`src/rtl/maf_pkg.sv`:
```
// Shared widths and constants for the moving average filter.
// No dependencies; the filter top level imports this package.
`timescale 1ns / 1ps
`default_nettype none

package maf_pkg;

    // Field widths.
    localparam int SAMPLE_W  = 16;
    localparam int AVG_W     = 16;
    localparam int COUNT_W   = 8;
    localparam int SUM_W     = 24;

    // Sample store geometry.
    localparam int MAX_WINDOW = 256;
    localparam int IDX_W      = $clog2(MAX_WINDOW);

    // Divider step counter width.
    localparam int DIV_CNT_W = $clog2(SUM_W);

    // Packed stream widths (whole bytes).
    localparam int S_TDATA_W = SAMPLE_W;
    localparam int M_TDATA_W = AVG_W + COUNT_W;

    // Window length after reset.
    localparam logic [COUNT_W-1:0] WINDOW_RESET = COUNT_W'(8);

endpackage : maf_pkg

`default_nettype wire

```
`src/rtl/moving_average_filter.sv`:
```
// Moving average filter top level: sample ring memory, running sum and
// a radix-2 restoring divider. Depends on maf_pkg.
`timescale 1ns / 1ps
`default_nettype none

// Each accepted sample produces one item holding the truncated mean of the
// last window_length samples and the number of samples currently averaged.
// Before the window has filled, the mean is taken over the samples seen so
// far. Each accepted sample passes through the ring memory read, the sum
// update and write-back, a bit-serial divide of the 24-bit sum by the 8-bit
// count and the load of the output register before the next sample can be
// accepted. The output register lets a finished item wait while the next
// sample is taken in; if the previous item is still not taken when a new
// quotient is ready, the filter stalls. Writing window_length restarts
// warm-up; a value of zero acts as one.
module moving_average_filter (
    input  wire logic                          clk,
    input  wire logic                          rst_n,
    // Configuration: window_length.
    input  wire logic                          cfg_we,
    input  wire logic [maf_pkg::COUNT_W-1:0]   cfg_wdata,
    // Input stream.
    input  wire logic                          s_tvalid,
    output logic                               s_tready,
    input  wire logic [maf_pkg::S_TDATA_W-1:0] s_tdata,   // [15:0] sample
    // Output stream.
    output logic                               m_tvalid,
    input  wire logic                          m_tready,
    output logic [maf_pkg::M_TDATA_W-1:0]      m_tdata    // [15:0] average,
                                                          // [23:16] samples_in_window
);
    import maf_pkg::*;

    // State codes.
    localparam logic [1:0] ST_IDLE   = 2'd0;
    localparam logic [1:0] ST_UPDATE = 2'd1;
    localparam logic [1:0] ST_DIV    = 2'd2;
    localparam logic [1:0] ST_DONE   = 2'd3;

    logic [1:0]            state_reg, state_next;
    logic [COUNT_W-1:0]    wlen_reg;
    logic [IDX_W-1:0]      idx_reg;
    logic [COUNT_W-1:0]    count_reg;
    logic [SUM_W-1:0]      sum_reg;

    logic [SAMPLE_W-1:0]   mem [0:MAX_WINDOW-1];
    logic [SAMPLE_W-1:0]   rd_data_reg;
    logic [SAMPLE_W-1:0]   sample_reg;

    logic [SUM_W-1:0]      quo_reg;
    logic [COUNT_W-1:0]    rem_reg;
    logic [COUNT_W-1:0]    div_reg;
    logic [DIV_CNT_W-1:0]  step_reg;

    logic                  out_valid_reg;
    logic [M_TDATA_W-1:0]  out_data_reg;

    logic [COUNT_W-1:0]    win;
    logic                  full;
    logic [SUM_W-1:0]      old_ext;
    logic [SUM_W-1:0]      sum_next;
    logic [COUNT_W-1:0]    count_next;
    logic [IDX_W-1:0]      idx_next;
    logic [COUNT_W:0]      rem_shift;
    logic                  q_bit;
    logic                  accept;
    logic                  load_out;

    // Effective window: zero acts as one.
    assign win    = (wlen_reg == '0) ? COUNT_W'(1) : wlen_reg;
    assign full   = (count_reg == win);
    assign accept = s_tvalid && s_tready;
    assign s_tready = (state_reg == ST_IDLE);
    assign load_out = (state_reg == ST_DONE) && (!out_valid_reg || m_tready);

    // Running sum and ring bookkeeping for the sample in flight.
    always_comb
    begin
        old_ext    = full ? SUM_W'(rd_data_reg) : '0;
        sum_next   = sum_reg + SUM_W'(sample_reg) - old_ext;
        count_next = full ? count_reg : count_reg + COUNT_W'(1);
        if ((COUNT_W + 1)'(idx_reg) + (COUNT_W + 1)'(1) == (COUNT_W + 1)'(win))
        begin
            idx_next = '0;
        end
        else
        begin
            idx_next = idx_reg + IDX_W'(1);
        end
    end

    // One restoring divide step: shift in the next dividend bit, subtract if it fits.
    always_comb
    begin
        rem_shift = {rem_reg, quo_reg[SUM_W-1]};
        q_bit     = (rem_shift >= {1'b0, div_reg});
    end

    // Sequencer.
    always_comb
    begin
        state_next = state_reg;
        unique case (state_reg)
            ST_IDLE:
            begin
                if (accept)
                begin
                    state_next = ST_UPDATE;
                end
            end
            ST_UPDATE:
            begin
                state_next = ST_DIV;
            end
            ST_DIV:
            begin
                if (step_reg == DIV_CNT_W'(SUM_W - 1))
                begin
                    state_next = ST_DONE;
                end
            end
            ST_DONE:
            begin
                if (load_out)
                begin
                    state_next = ST_IDLE;
                end
            end
            default:
            begin
                state_next = ST_IDLE;
            end
        endcase
    end

    // Control and filter state registers.
    always_ff @(posedge clk or negedge rst_n)
    begin
        if (!rst_n)
        begin
            state_reg     <= ST_IDLE;
            wlen_reg      <= WINDOW_RESET;
            idx_reg       <= '0;
            count_reg     <= '0;
            sum_reg       <= '0;
            step_reg      <= '0;
            out_valid_reg <= 1'b0;
        end
        else
        begin
            state_reg <= state_next;
            if (cfg_we)
            begin
                wlen_reg  <= cfg_wdata;
                idx_reg   <= '0;
                count_reg <= '0;
                sum_reg   <= '0;
            end
            else if (state_reg == ST_UPDATE)
            begin
                idx_reg   <= idx_next;
                count_reg <= count_next;
                sum_reg   <= sum_next;
            end
            if (state_reg == ST_UPDATE)
            begin
                step_reg <= '0;
            end
            else if (state_reg == ST_DIV)
            begin
                step_reg <= step_reg + DIV_CNT_W'(1);
            end
            if (load_out)
            begin
                out_valid_reg <= 1'b1;
            end
            else if (m_tready)
            begin
                out_valid_reg <= 1'b0;
            end
        end
    end

    // Sample ring memory: read on acceptance, write back during the update.
    always_ff @(posedge clk)
    begin
        if (accept)
        begin
            rd_data_reg <= mem[idx_reg];
        end
        if (state_reg == ST_UPDATE)
        begin
            mem[idx_reg] <= sample_reg;
        end
    end

    // Datapath registers: captured sample, divider and output item.
    always_ff @(posedge clk)
    begin
        if (accept)
        begin
            sample_reg <= s_tdata[SAMPLE_W-1:0];
        end
        if (state_reg == ST_UPDATE)
        begin
            quo_reg <= sum_next;
            rem_reg <= '0;
            div_reg <= count_next;
        end
        else if (state_reg == ST_DIV)
        begin
            quo_reg <= {quo_reg[SUM_W-2:0], q_bit};
            if (q_bit)
            begin
                rem_reg <= COUNT_W'(rem_shift - {1'b0, div_reg});
            end
            else
            begin
                rem_reg <= rem_shift[COUNT_W-1:0];
            end
        end
        if (load_out)
        begin
            out_data_reg <= {count_reg, quo_reg[AVG_W-1:0]};
        end
    end

    assign m_tvalid = out_valid_reg;
    assign m_tdata  = out_data_reg;

endmodule : moving_average_filter

`default_nettype wire

```
`config.mk`:
```
export PLATFORM = sky130hd
export DESIGN_NAME = moving_average_filter
export DESIGN_NICKNAME = d
export VERILOG_FILES = /design/src/rtl/maf_pkg.sv /design/src/rtl/moving_average_filter.sv
export SDC_FILE = /design/constraint.sdc
export NUM_CORES = 2
export LEC_CHECK = 0
export BUFFER_PORTS_ARGS = -buffer_cell sky130_fd_sc_hd__buf_2
export CAP_MARGIN = 20
export CELL_PAD_IN_SITES_DETAIL_PLACEMENT = 0
export CELL_PAD_IN_SITES_GLOBAL_PLACEMENT = 1
export CORE_MARGIN = 5
export CORE_UTILIZATION = 35
export CTS_CLUSTER_DIAMETER = 60
export DETAILED_ROUTE_END_ITERATION = 6
export PLACE_DENSITY = 0.6
export SYNTH_ARGS = -nofsm -noshare
export SYNTH_HDL_FRONTEND = slang
export SYNTH_SLANG_ARGS = --single-unit
export TNS_END_PERCENT = 10
```
`constraint.sdc`:
```
create_clock -name clk -period 6.7 [get_ports clk]
set_input_delay 0.67 -clock clk [delete_from_list [all_inputs] [get_ports clk]]
set_output_delay 0.67 -clock clk [all_outputs]
set_load 0.02 [all_outputs]
```
### Word level (Yosys, flattened, before mapping)

Memories as Yosys holds them, arrays and structs flattened. A register that Yosys moved wholly into a read port is not among the register bits.
Index checks and enable logic that the tools add are counted.

* magnitude comparators: 1
* $add $sub $neg: 7
* reduce and logical (&&, ||, !) cells: 10
* equal/unequal tests: 9
* muxes and demuxes: 23

Operators by type and width (count)
* 24-bit two-way mux: 4
* 8-bit two-way mux: 8
* 24-bit by 16-bit adder with 24-bit output: 1
* 24-bit by 16-bit subtractor with 24-bit output: 1
* 8-bit by 1-bit adder with 8-bit output, second input constant: 2
* 16-bit two-way mux: 1
* 5-bit two-way mux: 2
* 8-bit by 1-bit adder with 9-bit output, second input constant: 1
* 9-bit by 8-bit equality test with 1-bit output: 1
* 9-bit by 8-bit greater-or-equal comparator with 1-bit output: 1
* 8-bit equality test: 1
* 8-bit zero test: 1
* 2-bit one-hot mux with 4 select lines: 1
* 8-bit subtractor: 1
* 2-bit two-way mux: 3
* 2-bit nonzero test: 3
* 5-bit by 1-bit adder with 5-bit output, second input constant: 1
* 5-bit equality test, second input constant: 1
* 2-bit equality test, second input constant: 2
* 1-bit two-way mux: 4
* 2-bit != test, second input constant: 2
* 3-bit AND reduction: 1
* 2-bit by 1-bit equality test with 1-bit output, second input constant: 1
* 1-bit logical AND: 2
* 4 further kinds: 4

* output and inout bits: 26
* bits in writable memories: 4096
* memories: 1
* word-level logic and storage cells: 63
* flip-flop bits (word level): 136
* input port bits: 29

Memory list
* mem: words 256, width 16, read ports 1, clocked after Yosys merged registers in 1, wr ports 1, RTL line moving_average_filter.sv:46 `logic [SAMPLE_W-1:0] mem [0:MAX_WINDOW-1];`

### Depth between registers and ports, before layout

* word-level depth: 7
* depth in mapped cells: 19
* depth with buffers taken out: 18

### Worst setup path before layout

OpenSTA, ideal clock, no wires.

* path kind: reg-to-reg
* start point: register sample_reg[1]
* end point: register quo_reg[17] (data pin)
* path buffers: 0
* clock period less this slack: 6641 ps
* setup time: 152 ps
* arrival: 6488 ps
* required time: 6548 ps
* slack: 59 ps
* cell stages (with the launch flop): 14
* cells stage by stage: edfxtp_1 > inv_1 > fa_1 > inv_1 > ha_1 > a21o_1 > a21oi_1 > o21ai_0 > a31o_2 > a41o_1 > a221o_1 > o31ai_1 > mux2_2 > o21ai_0

* cells in the longest elaborated chain, start to end: 3

Ends and longest elaborated chain
* start: declaration: RTL line moving_average_filter.sv:48 `logic [SAMPLE_W-1:0] sample_reg;`
* start signal: assignment: RTL line moving_average_filter.sv:202 `sample_reg <= s_tdata[SAMPLE_W-1:0];`
* 24-bit by 16-bit adder with 24-bit output: RTL line moving_average_filter.sv:80 `sum_next = sum_reg + SUM_W'(sample_reg) - old_ext;`
* 24-bit by 16-bit subtractor with 24-bit output: RTL line moving_average_filter.sv:80
* 24-bit two-way mux: RTL line moving_average_filter.sv:204 `if (state_reg == ST_UPDATE)`
* end signal: assignment: RTL line moving_average_filter.sv:206 `quo_reg <= sum_next;`
* end signal: assignment: RTL line moving_average_filter.sv:212 `quo_reg <= {quo_reg[SUM_W-2:0], q_bit};`
* end: declaration: RTL line moving_average_filter.sv:50 `logic [SUM_W-1:0] quo_reg;`

Every way passes these cells.
A chain may end at the register's enable or synchronous reset.

==> impl_metrics.tcl <==
set metrics [dict create \
    core_area_mm2 0.470 \
    ioPinCount 55 \
    largest_reg_flops 4096 \
    rsz0062_at_grt "false" \
    hold_viol_final 0 \
    synth_edf_count 4184 \
    status "finished, violations left" \
    cts-resized-gates 0 \
    worst_slew_pin_slew_ps 1390 \
    layout_common_cells "edfxtp_1 (4,184), mux4_2 (1,284), clkbuf_16 (451), buf_4 (399), nor2_2 (241)" \
    grt_pass1_vias 79800 \
    hold_class "primary input to flop" \
    finalSetupViolCount 0 \
    vias 78200 \
    crit_path_cell_trace "buf_16, buf_12, buf_4, mux4_2, mux4_2, a21oi_1, nand3_1, a211oi_1, nand3_1" \
    initial_core_util 0.351 \
    synth_cell_types 69 \
    tritoncts "done" \
    endpoint "rd_data_reg[1]" \
    worst_r2r_startpoint "idx_reg[0]" \
    rrSetupSlack_ps 1660 \
    synth-simple-area-share 0.0172 \
    arrival_ps 5710 \
    worst_hold_slack_ps 181 \
    path_max_fanout 63 \
    worstSkewPairLatency_ps 990 \
    cp.depth 9 \
    gr-total-overflow 0 \
    syn_avg_cell_area_um2 23.2 \
    finalWeightedCongestion 0.808 \
    path_delay_family "buffers and inverters" \
    fin_cells 14300 \
    irDropWorstVdd_v 0.000262 \
    synth_xor_area_frac 0.00295 \
    cts_setup_buffers 0 \
    wl_per_cell_um 31.6 \
    slew_headroom 0.0740 \
    die-area_mm2 0.485 \
    maxCapViolCount 0 \
    largest_register "mem" \
    min_period_ps 5040 \
    p_per_area_mw_per_mm2 359 \
    slowest_stage "dfrtp_4" \
    syn_nets 7190 \
    netlist_area_mm2 0.165 \
    grt_start_max_net_pins 193 \
    synth_fa_ha_area_frac 0.00525 \
    ys_seq_area_frac 0.771 \
    die_height_um 697 \
    cts-root-buf "clkbuf_16" \
    drive_above_1_share 0.336 \
    nets 7797 \
    clock_skew_ps 48.0 \
    track_usage 0.184 \
    routed_wirelength_mm 453 \
    netlist_instances 7102 \
    grt_antenna_before_repair 25 \
    drtIter0Drc 9520 \
    start_kind "flop" \
    synth_top_family_by_area "multiplexers" \
    cts-buffers-inserted 448 \
    crit_required_ps 7370 \
    leakage_nw 57.7 \
    cts.htree.levels 5 \
    rows 252 \
    grt_pass1_wl_mm 634 \
    drc 1 \
    r2r_cells 9 \
    crit_buf_inv 3 \
    cts.clk_slew.worst_paths_ps 60 \
    viasPerCell 5.46 \
    finalMaxSlewViolations 0 \
    ys.flop_type "edfxtp_1" \
    critPathMaxStageDelay_ps 740 \
    worstSetupStartpoint "idx_reg[0]" \
    failed_checks "design-rule violations" \
    first_pass_iters 7 \
    reg2reg_to "rd_data_reg[1]" \
    ant_nets 0 \
    layout_commonest_cell "edfxtp_1" \
    dpl.hpwl_mm 267 \
    synth-compound-area-share 0.0103 \
    period_share 0.752 \
    die_x_um 697 \
    synthMuxAreaShare 0.179 \
    ys_async_sr_fraction 0.0132 \
    clockBufferDepth 4 \
    max_freq_ghz 0.198 \
    ys_ff_latch 4248 \
    numPlacedInstances 13400 \
    crit_path_end_kind "flop" \
    syn_to_final_growth_pct 15.6 \
    crit_type "flop to flop" \
    numPortBuffers 54 \
    synth-warning-count 0 \
    clock_sinks 4248 \
    finalSetupTns_ps 0 \
    cts_hold_buf 26 \
]
==> Yosys cell counts, drive strengths merged, types with 8 or more instances <==
library cell	number	area [um^2]
buf	209	1230
edfxtp	4184	126000
o22ai	10	62.6
a22oi	23	173
nand2	98	368
a21o	14	105
nor2	311	1170
a21oi	75	375
dfrtp	55	1380
fa	17	340
nor2b	38	238
xor2	22	193
ha	42	526
o21ai	53	265
nor3	17	85.1
xnor2	31	272
a32oi	11	96.3
a211oi	16	120
nand4	23	144
mux2	17	191
mux2i	38	380
nand3	50	250
nand2b	35	219
and3	9	56.3
inv	123	462
mux4	1284	28900
clkbuf	178	668
and2	24	150
o211ai	8	60.1
dfxtp	8	160
==> area by class of cell <==
| cell class | count | area (um^2) |
|---|---|---|
| Antenna cell | 9 | 22.5 |
| Multi-Input combinational cell | 2343 | 36100 |
| Sequential cell | 4248 | 127000 |
| Timing Repair Buffer | 544 | 4770 |
| Clock inverter | 260 | 2540 |
| Inverter | 124 | 465 |
| Tap cell | 6223 | 7790 |
| Clock buffer | 563 | 11700 |
| Fill cell | 40800 | 280000 |
==> power by group <==
group / internal, mW / total, mW / switching (mW) / leakage [nW]
registers: 30.7 / 31.0 / 0.349 / 38.4
clock network: 13.8 / 24.2 / 10.3 / 6.95
logic: 5.87 / 13.3 / 7.43 / 12.4
total: 50.3 / 68.5 / 18.1 / 57.7
==> per-layer routing <==
metal | vias up | GRT usage | part of all wire
li1 | 31400 | - | -
met1 | 43000 | 0.257 | 0.41
met2 | 3177 | 0.300 | 0.48
met3 | 644 | 0.0331 | 0.078
met4 | 4 | 0.0476 | 0.028
met5 | - | 0 | 0.000046
==> worst min-delay path by stage <==
stage                 from           end  slack (ps)  cells past startpoint
2_1_floorplan        rst_n  count_reg[0]         370                      0
4_1_cts           s_tvalid  state_reg[0]          80                      4
3_3_place_gp    quo_reg[5]    m_tdata[5]         440                      0
6_report          s_tvalid  state_reg[0]         180                      4
3_5_place_dp   quo_reg[14]   m_tdata[14]         440                      0
5_1_grt           s_tvalid  state_reg[0]         140                      4
==> tightest hold or removal path: stages <==
cell and delay, ps:
buf_2 100, inv_1 40, a222oi_1 130, o21ai_0 160
==> per-stage QoR <==
| stage | power, mW | worst slack [ps] | instance area (um^2) | util |
|---|---|---|---|---|
| 6_report | 68.5 | 1660 | 191000 | 0.405 |
| 5_1_grt | 71.0 | 1450 | 191000 | 0.405 |
| 4_1_cts | 69.2 | 1520 | 190000 | 0.405 |
| 3_5_place_dp | 45.1 | 1510 | 176000 | 0.374 |
| 3_3_place_gp | 44.9 | 1280 | 175000 | 0.373 |
| 2_1_floorplan | 41.0 | 59.3 | 165000 | - |
==> cell families after synthesis <==
| kind of cell | Yosys count |
|---|---|
| buf+inv | 511 |
| xor+xnor | 54 |
| mux | 1339 |
| simple gates | 628 |
| fa+ha+maj | 59 |
| compound gates | 263 |
| flops | 4248 |
No activity file was read; power rests on OpenSTA's default activity.
